`src/design/dct_pkg.sv`:
```
// ----------------------------------------------------------------------------
// dct_pkg
// Types and constants shared by the disciplined clock tick block.
// ----------------------------------------------------------------------------
package dct_pkg;

    // Stream payload widths (fields packed from bit 0, tdata padded to bytes)
    localparam int S_TDATA_W = 48;
    localparam int S_TUSER_W = 2;
    localparam int M_TDATA_W = 40;
    localparam int CFG_ADDR_W = 1;
    localparam int CFG_DATA_W = 16;

    // Item opcodes carried on s_tuser
    typedef enum logic [1:0] {
        OP_TICK          = 2'd0,
        OP_LOAD_RESIDUAL = 2'd1,
        OP_ARM_WRITE     = 2'd2,
        OP_READ_CLEAR    = 2'd3
    } op_t;

    // Configuration register indexes
    localparam logic [CFG_ADDR_W-1:0] CFG_STEP_SIZE      = 1'b0;
    localparam logic [CFG_ADDR_W-1:0] CFG_STEP_REMAINDER = 1'b1;

    // Reset values and fixed thresholds
    localparam logic [15:0]        STEP_SIZE_RESET = 16'd64;
    localparam logic [15:0]        FRACTION_RESET  = 16'd16384;
    localparam logic [15:0]        NEG_ABSORB_LOW  = 16'hFFF0;
    localparam logic signed [31:0] NEG_SLEW_LIMIT  = 32'shFFFF_0000;

    typedef struct packed {
        logic [15:0]        step_size;
        logic signed [10:0] step_remainder;
    } cfg_t;

    typedef struct packed {
        logic        write_calendar;
        logic [15:0] fraction;
        logic [15:0] seconds;
    } result_t;

endpackage

```
`src/design/dct_core.sv`:
```
// ----------------------------------------------------------------------------
// dct_core
// Clock state registers and the single-pass update for one item.
// ----------------------------------------------------------------------------
module dct_core #(
    parameter int TICKS_PER_SECOND = 1024,
    parameter int HALF_STEP        = 32
) (
    input  logic                 aclk,
    input  logic                 aresetn,
    input  logic                 item_en,
    input  dct_pkg::op_t         op,
    input  logic [31:0]          residual_value,
    input  logic [15:0]          write_delay,
    input  dct_pkg::cfg_t        cfg,
    output dct_pkg::result_t     result
);
    import dct_pkg::*;

    localparam logic [10:0]        TPS_RELOAD = 11'(TICKS_PER_SECOND);
    localparam logic [15:0]        HS16       = 16'(HALF_STEP);
    localparam logic signed [31:0] HS32       = 32'(HALF_STEP);

    logic [15:0] second_count_reg,    second_count_next;
    logic [15:0] fraction_count_reg,  fraction_count_next;
    logic [10:0] tick_in_second_reg,  tick_in_second_next;
    logic [31:0] residual_reg,        residual_next;
    logic        write_armed_reg,     write_armed_next;
    logic [15:0] write_countdown_reg, write_countdown_next;

    logic [10:0]        tis_dec;
    logic signed [12:0] t_pos;
    logic signed [12:0] t_neg;
    logic signed [12:0] rem_ext;
    logic [15:0]        step_trim;
    logic [15:0]        step_total;
    logic signed [31:0] res_s;
    logic               pos_slew;
    logic               neg_slew;
    logic [16:0]        frac_sum;

    // Tick-side arithmetic, shared by the update below
    always_comb begin
        tis_dec = tick_in_second_reg - 11'd1;
        t_pos   = {2'b00, tis_dec};
        t_neg   = -t_pos;
        rem_ext = {{2{cfg.step_remainder[10]}}, cfg.step_remainder};

        // remainder trim by one step on up to |step_remainder| ticks per second, skipped on the reload tick
        step_trim = cfg.step_size;
        if (tis_dec != 11'd0) begin
            if (t_pos <= rem_ext) begin
                step_trim = cfg.step_size + 16'd1;
            end else if (t_neg >= rem_ext) begin
                step_trim = cfg.step_size - 16'd1;
            end
        end

        // residual slew or absorb
        res_s    = $signed(residual_reg);
        pos_slew = res_s > HS32;
        neg_slew = res_s[31] && ((res_s < NEG_SLEW_LIMIT) ||
                                 (residual_reg[15:0] < NEG_ABSORB_LOW));
        if (pos_slew) begin
            step_total = step_trim + HS16;
        end else if (neg_slew) begin
            step_total = step_trim - HS16;
        end else begin
            step_total = step_trim + residual_reg[15:0];
        end

        frac_sum = {1'b0, fraction_count_reg} + {1'b0, step_total};
    end

    // Next state and result for the item in the input register
    always_comb begin
        second_count_next    = second_count_reg;
        fraction_count_next  = fraction_count_reg;
        tick_in_second_next  = tick_in_second_reg;
        residual_next        = residual_reg;
        write_armed_next     = write_armed_reg;
        write_countdown_next = write_countdown_reg;
        result.seconds        = second_count_reg;
        result.write_calendar = 1'b0;

        unique case (op)
            OP_TICK: begin
                if (write_armed_reg) begin
                    if (write_countdown_reg <= cfg.step_size) begin
                        result.write_calendar = 1'b1;
                        write_armed_next      = 1'b0;
                    end
                    write_countdown_next = write_countdown_reg - cfg.step_size;
                end
                tick_in_second_next = (tis_dec == 11'd0) ? TPS_RELOAD : tis_dec;
                if (pos_slew) begin
                    residual_next = residual_reg - HS32;
                end else if (neg_slew) begin
                    residual_next = residual_reg + HS32;
                end else begin
                    residual_next = 32'd0;
                end
                fraction_count_next = frac_sum[15:0];
                second_count_next   = second_count_reg + {15'd0, frac_sum[16]};
                result.seconds      = second_count_next;
            end
            OP_LOAD_RESIDUAL: begin
                residual_next = residual_value;
            end
            OP_ARM_WRITE: begin
                if (!write_armed_reg) begin
                    write_countdown_next = write_delay;
                    write_armed_next     = 1'b1;
                end
            end
            OP_READ_CLEAR: begin
                second_count_next = 16'd0;
            end
            default: begin
            end
        endcase
        result.fraction = fraction_count_next;
    end

    // State registers
    always_ff @(posedge aclk) begin
        if (!aresetn) begin
            second_count_reg    <= 16'd0;
            fraction_count_reg  <= FRACTION_RESET;
            tick_in_second_reg  <= TPS_RELOAD;
            residual_reg        <= 32'd0;
            write_armed_reg     <= 1'b0;
            write_countdown_reg <= 16'd0;
        end else if (item_en) begin
            second_count_reg    <= second_count_next;
            fraction_count_reg  <= fraction_count_next;
            tick_in_second_reg  <= tick_in_second_next;
            residual_reg        <= residual_next;
            write_armed_reg     <= write_armed_next;
            write_countdown_reg <= write_countdown_next;
        end
    end

endmodule

```
`src/design/disciplined_clock_tick_top.sv`:
```
// ----------------------------------------------------------------------------
// disciplined_clock_tick_top
// Disciplined software clock: input register, single-pass update, result
// register.
//
//   channel | dir | handshake           | payload
//   --------+-----+---------------------+-----------------------------------
//   s_      | in  | s_tvalid / s_tready | tuser op, tdata residual + delay
//   m_      | out | m_tvalid / m_tready | tdata seconds, fraction, write
//   cfg_    | in  | cfg_we              | cfg_addr, cfg_wdata (no read-back)
//
// One beat per cycle sustained while m_tready stays high; an accepted beat
// passes the input register, then the result register, before it can leave.
// The clock state updates as an item leaves the input register, so each
// item sees the state left by the one before it.
// Synchronous active-low reset; no clearing pass, ready right after reset.
// A stalled result register holds one beat while the input register takes
// another; s_tready drops only when both are full.
// ----------------------------------------------------------------------------
module disciplined_clock_tick_top #(
    parameter int TICKS_PER_SECOND = 1024,
    parameter int HALF_STEP        = 32
) (
    input  logic                            aclk,
    input  logic                            aresetn,
    // slave stream
    input  logic                            s_tvalid,
    output logic                            s_tready,
    input  logic [dct_pkg::S_TDATA_W-1:0]   s_tdata,   // residual_value[31:0], write_delay[47:32]
    input  logic [dct_pkg::S_TUSER_W-1:0]   s_tuser,   // op[1:0]
    // master stream
    output logic                            m_tvalid,
    input  logic                            m_tready,
    output logic [dct_pkg::M_TDATA_W-1:0]   m_tdata,   // seconds[15:0], fraction[31:16],
                                                       // write_calendar[32], zero[39:33]
    // configuration write port
    input  logic                            cfg_we,
    input  logic [dct_pkg::CFG_ADDR_W-1:0]  cfg_addr,
    input  logic [dct_pkg::CFG_DATA_W-1:0]  cfg_wdata
);
    import dct_pkg::*;

    logic        in_valid_reg;
    op_t         in_op_reg;
    logic [31:0] in_residual_reg;
    logic [15:0] in_delay_reg;
    logic        m_valid_reg;
    result_t     m_result_reg;
    cfg_t        cfg_reg;
    result_t     core_result;
    logic        advance;
    logic        item_en;

    // Handshake: output register frees when empty or drained
    assign advance  = !m_valid_reg || m_tready;
    assign s_tready = !in_valid_reg || advance;
    assign item_en  = in_valid_reg && advance;

    // Configuration registers
    always_ff @(posedge aclk) begin
        if (!aresetn) begin
            cfg_reg.step_size      <= STEP_SIZE_RESET;
            cfg_reg.step_remainder <= 11'sd0;
        end else if (cfg_we) begin
            unique case (cfg_addr)
                CFG_STEP_SIZE:      cfg_reg.step_size      <= cfg_wdata;
                CFG_STEP_REMAINDER: cfg_reg.step_remainder <= $signed(cfg_wdata[10:0]);
                default: begin
                end
            endcase
        end
    end

    // Input register
    always_ff @(posedge aclk) begin
        if (!aresetn) begin
            in_valid_reg <= 1'b0;
        end else if (s_tready) begin
            in_valid_reg <= s_tvalid;
        end
    end

    always_ff @(posedge aclk) begin
        if (s_tvalid && s_tready) begin
            in_op_reg       <= op_t'(s_tuser[1:0]);
            in_residual_reg <= s_tdata[31:0];
            in_delay_reg    <= s_tdata[47:32];
        end
    end

    dct_core #(
        .TICKS_PER_SECOND (TICKS_PER_SECOND),
        .HALF_STEP        (HALF_STEP)
    ) u_core (
        .aclk           (aclk),
        .aresetn        (aresetn),
        .item_en        (item_en),
        .op             (in_op_reg),
        .residual_value (in_residual_reg),
        .write_delay    (in_delay_reg),
        .cfg            (cfg_reg),
        .result         (core_result)
    );

    // Result register
    always_ff @(posedge aclk) begin
        if (!aresetn) begin
            m_valid_reg <= 1'b0;
        end else if (advance) begin
            m_valid_reg <= in_valid_reg;
        end
    end

    always_ff @(posedge aclk) begin
        if (item_en) begin
            m_result_reg <= core_result;
        end
    end

    assign m_tvalid = m_valid_reg;
    assign m_tdata  = {7'd0, m_result_reg.write_calendar,
                       m_result_reg.fraction, m_result_reg.seconds};

endmodule

```
`config.mk`:
```
export PLATFORM = sky130hd
export DESIGN_NAME = disciplined_clock_tick_top
export DESIGN_NICKNAME = d
export VERILOG_FILES = /design/src/design/dct_pkg.sv /design/src/design/dct_core.sv /design/src/design/disciplined_clock_tick_top.sv
export SDC_FILE = /design/constraint.sdc
export NUM_CORES = 1
export LEC_CHECK = 0
export ABC_AREA = 1
export BUFFER_PORTS_ARGS = -buffer_cell sky130_fd_sc_hd__buf_2
export CAP_MARGIN = 15
export CORE_MARGIN = 2
export CORE_UTILIZATION = 50
export CTS_CLUSTER_SIZE = 28
export DETAILED_ROUTE_END_ITERATION = 10
export HOLD_SLACK_MARGIN = 0.05
export PLACE_DENSITY = 0.71
export SKIP_CTS_REPAIR_TIMING = 1
export SLEW_MARGIN = 5
export SYNTH_ARGS = -nofsm -noshare
export SYNTH_HDL_FRONTEND = slang
export SYNTH_SLANG_ARGS = --single-unit
```
`constraint.sdc`:
```
create_clock -name aclk -period 7.66 [get_ports aclk]
set_input_delay 1.532 -clock aclk [delete_from_list [all_inputs] [get_ports aclk]]
set_output_delay 1.532 -clock aclk [all_outputs]
set_load 0.05 [all_outputs]
```
==> results of run 1 <==
## routing by layer
layer,part of all wire,wire [um],vias up,track usage
met5,0,0,-,0
met4,0.027,1010,0,0.0784
met3,0.064,2430,67,0.0317
met2,0.45,17000,408,0.397
met1,0.46,17300,6227,0.341
li1,-,-,6938,-
## final cells by class
class	count	area share
well taps	378	0.0281
repair buffers	227	0.0857
multi-input cells	1475	0.499
flip-flops and latches	204	0.292
clock buffers	30	0.0369
inverters	222	0.0496
clock inverters	11	0.00803
## cells by family after synthesis
logic type	count (synthesis)	synth area share
adders and majority gates	87	0.0780
AOI/OAI and AO/OA	465	0.175
and+or+nand+nor	822	0.258
xor gates and xnor gates	94	0.0594
other	1	0.000263
buffers and inverters	297	0.0842
DFF	204	0.345
## worst reg2reg max path: cells and delay by family, from the launching register on
kind,cells,cell delay (ns)
compound gates,13,2.06
xor+xnor,4,0.64
fa+ha+maj,5,1.29
buf+inv,6,0.47
flops,1,0.34
simple gates,29,3.07
## synthesized netlist by cell type (5+ instances only)
cell / n / area share
ha_1: 84 / 0.074
o31ai_1: 8 / 0.0042
nor2_4: 5 / 0.0040
xnor2_1: 13 / 0.0080
o221ai_1: 6 / 0.0037
nand2_2: 20 / 0.0088
inv_2: 17 / 0.0045
nand3_1: 74 / 0.026
dfxtp_1: 121 / 0.17
o21bai_1: 7 / 0.0037
o21ai_0: 175 / 0.061
o21ai_1: 14 / 0.0049
buf_2: 6 / 0.0021
clkinv_1: 7 / 0.0018
edfxtp_1: 83 / 0.17
nor3_1: 36 / 0.013
a21oi_1: 219 / 0.077
xor2_1: 78 / 0.048
nand4_1: 37 / 0.016
nor2_2: 15 / 0.0066
nand2_4: 5 / 0.0040
buf_4: 10 / 0.0053
nor2_1: 166 / 0.044
clkbuf_1: 53 / 0.014
nor4_1: 9 / 0.0040
inv_1: 198 / 0.052
nand2_1: 432 / 0.11
o211ai_1: 12 / 0.0063
## power breakdown
part	switching (mW)	internal (mW)	total, mW
clock	0.448	0.670	1.12
sequential	0.0478	1.20	1.24
combinational	0.889	0.530	1.42
total	1.38	2.40	3.78
## final timing paths
path | startpoint | endpoint | cells past startpoint
min reg2reg | u_core.second_count_reg[9] | u_core.second_count_reg[9] | 2
min | u_core.second_count_reg[9] | u_core.second_count_reg[9] | 2
max | u_core.tick_in_second_reg[1] | u_core.second_count_reg[15] | 57
max reg2reg | u_core.tick_in_second_reg[1] | u_core.second_count_reg[15] | 57
## cells in the final DEF (no fill, tap or decap), drive strengths merged, types with 2 or more instances in the layout
cell / netlist / final
nand3b: 4 / 4
clkinv: 7 / 13
inv: 215 / 214
o21bai: 7 / 7
buf: 22 / 227
o22ai: 3 / 3
nand4: 39 / 39
a221oi: 2 / 2
fa: 3 / 3
a211oi: 3 / 3
nand2: 457 / 457
clkbuf: 53 / 30
nor3b: 2 / 2
a21boi: 4 / 4
o21ai: 190 / 190
o21a: 4 / 4
bufinv: 0 / 3
o221ai: 7 / 7
nor4: 10 / 10
o31ai: 8 / 8
nor2: 188 / 188
clkinvlp: 0 / 3
nor3: 40 / 40
ha: 84 / 84
xnor2: 13 / 13
nand3: 79 / 79
or2: 2 / 2
o211ai: 12 / 12
xor2: 81 / 81
dfxtp: 121 / 121
a21oi: 222 / 222
a21o: 2 / 2
conb: 1 / 7
edfxtp: 83 / 83
## per-stage QoR
step	setup slack (ns)	cell area (sq um)	TNS, ns
final	-0.253	16800	-2.11
after global routing	-0.967	16800	-18.78
after CTS	-0.624	16600	-6.00
after detailed placement	-0.563	15800	-4.82
after global placement	-0.302	15800	-1.43
after floorplan	-0.166	14400	-0.235
==> results.sh, run 1 <==
export IMPL_status="complete, but fails checks"
export IMPL_violations="setup timing"
export IMPL_die_h_um=173
export IMPL_hp_class="register to register"
export IMPL_synth_seq_cells=204
export IMPL_r2r_setup_slack_ns=-0.25
export IMPL_skew_ns=0.0120
export IMPL_min_period_ns=7.91
export IMPL_rows=61
export IMPL_die_area_sq_mm=0.0299
export IMPL_root_buffer="clkbuf_16"
export IMPL_clock_sinks=204
export IMPL_grt_pass1_wl_mm=61.6
export IMPL_syn_area_per_cell_sq_um=7.23
export IMPL_ys_seq_area_frac=0.345
export IMPL_final_antenna_net_count=0
export IMPL_fmax_mhz=126
export IMPL_place_congestion=0.936
export IMPL_multi_input_area_sq_mm=0.00841
export IMPL_synthCells=1970
export IMPL_grt_overflow_total=0
export IMPL_num_vias=13640
export IMPL_crit_slowest_cell="fa_2"
export IMPL_cp_max_fo=4
export IMPL_fin_cells=2547
export IMPL_tightest_slew_ns=1.12
export IMPL_cp_top_family="simple AND/OR/NAND/NOR gates"
export IMPL_finalHoldViolations=0
export IMPL_wl_per_cell_um=14.8
export IMPL_fin_total_pwr_mw=3.78
export IMPL_setup_viol=17
export IMPL_async_flop_share=0
export IMPL_power_density_mw_per_mm2=225
export IMPL_worst_slack_ns=-0.253
export IMPL_drt_iter0_drc=1026
export IMPL_synth_ff_type="dfxtp_1"
export IMPL_cp_required_ns=8.11
export IMPL_maxSlewViolCount=0
export IMPL_yosysWarningCount=0
export IMPL_placedCellCount=2493
export IMPL_endpoint_kind="register"
export IMPL_finalCritPeriodShare=1.03
export IMPL_area_delta_synth_final_pct=18.2
export IMPL_yosysUniqueCellTypes=56
export IMPL_detailedPlacementHpwl_mm=27.4
export IMPL_via_per_inst=5.36
export IMPL_final_fill_count=2572
export IMPL_drive_gt1_frac=0.182
export IMPL_leakagePower_nw=7.50
export IMPL_slew_headroom=0.248
export IMPL_maxCapViolCount=0
export IMPL_largest_register_ffs=33
export IMPL_startpoint_type="register"
export IMPL_path_clk_slew_ns=0.06
export IMPL_final_util=0.603
export IMPL_wl_mm=37.8
export IMPL_die_x_um=173
export IMPL_track_usage=0.245
export IMPL_drcViolationCount=0
export IMPL_grt_pass1_vias=12632
export IMPL_timing_hold_ws_ns=0.465
export IMPL_critPathBufInv=6
export IMPL_cts_tree="done"
export IMPL_grt_max_degree=66
export IMPL_firstDrtPassIters=6
export IMPL_coreArea_sq_mm=0.0279
export IMPL_io_buffers=106
export IMPL_synth_edf_count=83
export IMPL_seqCellArea_sq_mm=0.00492
export IMPL_clkLatencyLatePin_ns=0.53
export IMPL_cp_arrival_ns=8.36
export IMPL_criticalPathCategory="register to register"
export IMPL_cts_htree_levels=1
export IMPL_vdd_drop_max_v=0.000184
export IMPL_nNetsFinal=2312
export IMPL_syn_cell_area_sq_mm=0.0142
export IMPL_num_io_pins=114
export IMPL_max_stage_delay_ns=0.41
export IMPL_cts_made_buffers=23
export IMPL_rsz0062_at_grt="yes"
export IMPL_num_antenna_cells=0
export IMPL_antenna_found_initial=0
export IMPL_start_util=0.510
export IMPL_cts_max_path_buffers=3
(Power assumes the default switching activity.)
==> run 2, diff against run 1 <==
--- a/config.mk
+++ b/config.mk
@@ -14,6 +14,7 @@
 export DETAILED_ROUTE_END_ITERATION = 10
 export HOLD_SLACK_MARGIN = 0.05
 export PLACE_DENSITY = 0.71
+export SETUP_SLACK_MARGIN = 0.2
 export SKIP_CTS_REPAIR_TIMING = 1
 export SLEW_MARGIN = 5
 export SYNTH_ARGS = -nofsm -noshare
==> results.sh, run 2 (synthesized netlist as in run 1, its figures left out) <==
export IMPL_fin_area_sq_mm=0.0171
export IMPL_clock_sinks=204
export IMPL_antenna_found_initial=0
export IMPL_cp_required_ns=7.92
export IMPL_start_util=0.510
export IMPL_coreArea_sq_mm=0.0279
export IMPL_area_delta_synth_final_pct=19.9
export IMPL_setup_viol=14
export IMPL_grt_max_degree=66
export IMPL_worstReg2RegEnd="m_tdata[14]"
export IMPL_min_period_ns=8.01
export IMPL_dp_slack_ns=-0.421
export IMPL_clkLatencyLatePin_ns=0.54
export IMPL_rows=61
export IMPL_num_antenna_cells=0
export IMPL_power_density_mw_per_mm2=225
export IMPL_finalHoldViolations=0
export IMPL_root_buffer="clkbuf_16"
export IMPL_cp_max_fo=4
export IMPL_wl_mm=38.4
export IMPL_final_antenna_net_count=0
export IMPL_final_common_cell="nand2_1"
export IMPL_detailedPlacementHpwl_mm=27.5
export IMPL_skew_ns=0.0265
export IMPL_maxCapViolCount=0
export IMPL_maxSlewViolCount=0
export IMPL_final_fill_count=2616
export IMPL_drive_gt1_frac=0.196
export IMPL_worst_slack_ns=-0.353
export IMPL_violations="setup timing"
export IMPL_place_area_sq_mm=0.0158
export IMPL_firstDrtPassIters=5
export IMPL_endpoint="m_tdata[14]"
export IMPL_startpoint_type="register"
export IMPL_die_x_um=173
export IMPL_criticalPathCategory="register to register"
export IMPL_cp_startpoint="u_core.tick_in_second_reg[0]"
export IMPL_num_io_pins=114
export IMPL_cp_arrival_ns=8.27
export IMPL_finalCritPeriodShare=1.05
export IMPL_ff2ff_path_depth=57
export IMPL_max_stage_delay_ns=0.36
export IMPL_grt_pass1_wl_mm=62.1
export IMPL_status="complete, but fails checks"
export IMPL_fmax_mhz=125
export IMPL_r2r_start="u_core.tick_in_second_reg[0]"
export IMPL_place_congestion=0.940
export IMPL_vdd_drop_max_v=0.000169
export IMPL_r2r_setup_slack_ns=-0.35
export IMPL_hp_class="register to register"
export IMPL_crit_slowest_cell="dfxtp_4"
export IMPL_endpoint_kind="register"
export IMPL_cts_made_buffers=24
export IMPL_grt_overflow_total=0
export IMPL_track_usage=0.248
export IMPL_io_buffers=106
export IMPL_fin_total_pwr_mw=3.84
export IMPL_leakagePower_nw=7.58
export IMPL_cts_tree="done"
export IMPL_drcViolationCount=0
export IMPL_wl_per_cell_um=15.1
export IMPL_via_per_inst=5.35
export IMPL_slew_headroom=0.186
export IMPL_die_area_sq_mm=0.0299
export IMPL_die_h_um=173
export IMPL_fin_tns_setup_ns=-2.24
export IMPL_num_vias=13664
export IMPL_grt_pass1_vias=12767
export IMPL_rsz0062_at_grt="yes"
export IMPL_tightest_slew_ns=1.22
export IMPL_largest_register_ffs=33
export IMPL_drt_iter0_drc=991
export IMPL_nNetsFinal=2316
export IMPL_cts_max_path_buffers=3
export IMPL_cts_htree_levels=1
export IMPL_final_cell_mix="nand2_1, a21oi_1, inv_1"
export IMPL_cpMostUsedCell="nand2_1"
export IMPL_path_clk_slew_ns=0.06
run 2: through the flow:
stage | utilization | hold WS (ns) | instances
finish | 0.612 | 0.473 | 2553
global route | 0.612 | 0.501 | 2553
CTS | 0.595 | 0.472 | 2536
detailed placement | 0.567 | 0.462 | 2492
global placement | 0.567 | 0.448 | 2492
floorplan | - | 0.441 | 1976
run 2: report_power, final:
part,switching [mW],internal (mW)
Sequential,0.0480,1.20
Clock,0.470,0.694
Combinational,0.899,0.537
run 2: worst min-delay path by stage:
| stage | from | end | slack [ns] | depth (start not counted) |
|---|---|---|---|---|
| 2_1_floorplan | u_core.second_count_reg[14] | u_core.second_count_reg[14] | 0.44 | 2 |
| 3_3_place_gp | u_core.second_count_reg[14] | u_core.second_count_reg[14] | 0.45 | 2 |
| 3_5_place_dp | u_core.write_countdown_reg[8] | u_core.write_countdown_reg[8] | 0.46 | 2 |
| 4_1_cts | u_core.write_countdown_reg[8] | u_core.write_countdown_reg[8] | 0.47 | 2 |
| 5_1_grt | u_core.fraction_count_reg[0] | u_core.fraction_count_reg[0] | 0.50 | 2 |
| 6_report | u_core.write_countdown_reg[8] | u_core.write_countdown_reg[8] | 0.47 | 2 |
run 2: worst max-delay path, delay by kind of cell, from the launching register on:
kind	cells	cell delay (ns)
flops	1	0.36
compound gates	12	1.56
buf+inv	8	0.58
xor+xnor	5	0.83
fa+ha+maj	6	1.46
simple gates	26	2.94
run 2: layer usage:
layer / vias to the layer above / wire length, um / track usage
met5: - / 0 / 0
met4: 0 / 697 / 0.0639
met3: 56 / 2210 / 0.0347
met2: 365 / 17900 / 0.418
met1: 6295 / 17600 / 0.337
li1: 6948 / - / -
run 2: cell type report:
cell class | instances | area, sq um | area share
tap | 378 | 473 | 0.0277
clock buffer | 31 | 679 | 0.0398
multi-input combinational | 1475 | 8570 | 0.502
inverter | 222 | 836 | 0.0489
timing repair buffer | 230 | 1480 | 0.0866
clock inverter | 13 | 125 | 0.00732
sequential | 204 | 4920 | 0.288
==> run 3, diff against run 2 <==
--- a/config.mk
+++ b/config.mk
@@ -8,14 +8,12 @@
 export ABC_AREA = 1
 export BUFFER_PORTS_ARGS = -buffer_cell sky130_fd_sc_hd__buf_2
 export CAP_MARGIN = 15
-export CORE_MARGIN = 2
 export CORE_UTILIZATION = 50
 export CTS_CLUSTER_SIZE = 28
 export DETAILED_ROUTE_END_ITERATION = 10
 export HOLD_SLACK_MARGIN = 0.05
 export PLACE_DENSITY = 0.71
 export SETUP_SLACK_MARGIN = 0.2
-export SKIP_CTS_REPAIR_TIMING = 1
 export SLEW_MARGIN = 5
 export SYNTH_ARGS = -nofsm -noshare
 export SYNTH_HDL_FRONTEND = slang
==> results.sh, run 3 (synthesized netlist as in run 1, its figures left out) <==
export IMPL_grt_pass1_vias=12920
export IMPL_drt_met1_wl_mm=18.1
export IMPL_cts_made_buffers=23
export IMPL_num_vias=13968
export IMPL_min_from="u_core.write_countdown_reg[11]"
export IMPL_grt_max_degree=66
export IMPL_startpoint_type="register"
export IMPL_clkPwrFrac=0.290
export IMPL_hold_end="u_core.write_countdown_reg[11]"
export IMPL_power_density_mw_per_mm2=221
export IMPL_final_common_cell="nand2_1"
export IMPL_firstDrtPassIters=5
export IMPL_drt_iter0_drc=1036
export IMPL_max_stage_delay_ns=0.38
export IMPL_fmax_mhz=124
export IMPL_slew_headroom=0.180
export IMPL_holdPathStages=2
export IMPL_final_antenna_net_count=0
export IMPL_drcViolationCount=0
export IMPL_clock_sinks=204
export IMPL_wl_per_cell_um=15.4
export IMPL_worstReg2RegEnd="u_core.second_count_reg[15]"
export IMPL_fin_tns_setup_ns=-5.55
export IMPL_nNetsFinal=2365
export IMPL_root_buffer="clkbuf_16"
export IMPL_maxSlewViolCount=0
export IMPL_largest_register_ffs=33
export IMPL_vdd_drop_max_v=0.000189
export IMPL_detailedPlacementHpwl_mm=27.7
export IMPL_comb_power_share=0.388
export IMPL_die_h_um=171
export IMPL_power_internal_mw=2.44
export IMPL_ff2ff_path_depth=57
export IMPL_cpMostUsedCell="inv_2"
export IMPL_track_usage=0.268
export IMPL_hp_class="register to register"
export IMPL_cp_arrival_ns=8.53
export IMPL_cp_required_ns=8.12
export IMPL_wl_met2_mm=18.8
export IMPL_final_fill_count=2523
export IMPL_die_area_sq_mm=0.0292
export IMPL_endpoint_kind="register"
export IMPL_drive_gt1_frac=0.213
export IMPL_topRoutingLayerUsed="met4"
export IMPL_leakagePower_nw=7.80
export IMPL_setup_viol=28
export IMPL_final_cell_mix="nand2_1, a21oi_1, inv_1"
export IMPL_num_io_pins=114
export IMPL_io_buffers=106
export IMPL_path_clk_slew_ns=0.06
export IMPL_clkLatencyLatePin_ns=0.53
export IMPL_cts_max_path_buffers=3
export IMPL_finalCritPeriodShare=1.05
export IMPL_power_switching_mw=1.42
export IMPL_worst_slack_ns=-0.414
export IMPL_coreArea_sq_mm=0.0279
export IMPL_rows=61
export IMPL_via_per_inst=5.37
export IMPL_r2r_start="u_core.tick_in_second_reg[1]"
export IMPL_timing_hold_ws_ns=0.475
export IMPL_num_antenna_cells=0
export IMPL_rsz0062_at_grt="yes"
export IMPL_grt_pass1_wl_mm=62.9
export IMPL_status="complete, but fails checks"
export IMPL_routed_wl_met3_mm=2.09
export IMPL_criticalPathCategory="register to register"
export IMPL_min_period_ns=8.07
export IMPL_die_x_um=171
export IMPL_start_util=0.510
export IMPL_violations="setup timing"
export IMPL_wl_mm=40.0
export IMPL_p_sw_frac=0.368
export IMPL_skew_ns=0.0181
export IMPL_crit_slowest_cell="ha_1"
export IMPL_place_congestion=0.922
export IMPL_antenna_found_initial=0
export IMPL_cts_tree="done"
export IMPL_maxCapViolCount=0
export IMPL_seq_power_share=0.323
export IMPL_cts_htree_levels=1
export IMPL_cp_max_fo=4
export IMPL_final_util=0.624
export IMPL_area_delta_synth_final_pct=22.3
export IMPL_grt_overflow_total=0
export IMPL_finalHoldViolations=0
export IMPL_tightest_slew_ns=1.23
export IMPL_r2r_setup_slack_ns=-0.41
-- run 3: cell types whose count changed in the layout (fill, tap and decap cells not counted), sizes merged --
cell / previous run / this run
buf: 230 / 280
clkinv: 16 / 13
bufinv: 2 / 3
clkinvlp: 3 / 1
-- run 3: how the worst max path moves through the flow --
stage,startpoint,slack [ns],endpoint
finish,u_core.tick_in_second_reg[1],-0.41,u_core.second_count_reg[15]
global route,u_core.tick_in_second_reg[1],-0.92,u_core.second_count_reg[15]
CTS,u_core.tick_in_second_reg[0],0.02,m_tdata[14]
detailed placement,u_core.tick_in_second_reg[1],-0.57,m_tdata[14]
global placement,u_core.tick_in_second_reg[1],-0.29,m_tdata[14]
floorplan,u_core.tick_in_second_reg[0],-0.17,m_tdata[14]
-- run 3: metal layers --
| layer | vias up | global-route usage |
|---|---|---|
| met5 | - | 0 |
| met3 | 69 | 0.0305 |
| met1 | 6462 | 0.354 |
| li1 | 7044 | - |
| met2 | 393 | 0.456 |
| met4 | 0 | 0.0811 |
-- run 3: cell type report --
| cell class | count | area [sq um] | share of cell area |
|---|---|---|---|
| Timing Repair Buffer | 280 | 1890 | 0.108 |
| Clock inverter | 9 | 119 | 0.00682 |
| Inverter | 222 | 836 | 0.0480 |
| Sequential cell | 204 | 4920 | 0.282 |
| Multi-Input combinational cell | 1475 | 8560 | 0.491 |
| Tap cell | 378 | 473 | 0.0271 |
| Clock buffer | 31 | 626 | 0.0359 |
-- run 3: critical path: cells and delay by family (launching register included) --
family	cells	cell delay, ns
simple gates	26	3.01
compound gates	12	1.58
fa+ha+maj	5	1.45
xor+xnor	5	0.91
buf+inv	9	0.71
flops	1	0.34
-- run 3: power by group through the flow --
stage | registers [mW] | clock network (mW) | logic [mW]
2_1_floorplan | 1.29 | 0 | 0.928
4_1_cts | 1.24 | 1.13 | 1.43
3_3_place_gp | 1.27 | 0 | 1.35
6_report | 1.24 | 1.12 | 1.50
3_5_place_dp | 1.27 | 0 | 1.38
5_1_grt | 1.25 | 1.17 | 1.66
-- run 3: per-stage QoR --
step	setup slack, ns	instance area (sq um)	instances	power, mW
finish	-0.414	17400	2599	3.86
global placement	-0.293	15800	2494	2.62
floorplan	-0.166	14400	1976	2.22
CTS	0.0219	17000	2585	3.81
global route	-0.924	17400	2599	4.08
detailed placement	-0.572	15800	2494	2.65
-- run 3: repair_timing --
action / 4_1_cts / 5_1_grt
buffers inserted: 51 / 14
setup endpoints to repair: 24 / 41
pin swaps: 14 / 34
hold buffers: 0 / 0
resized for setup: 17 / 70
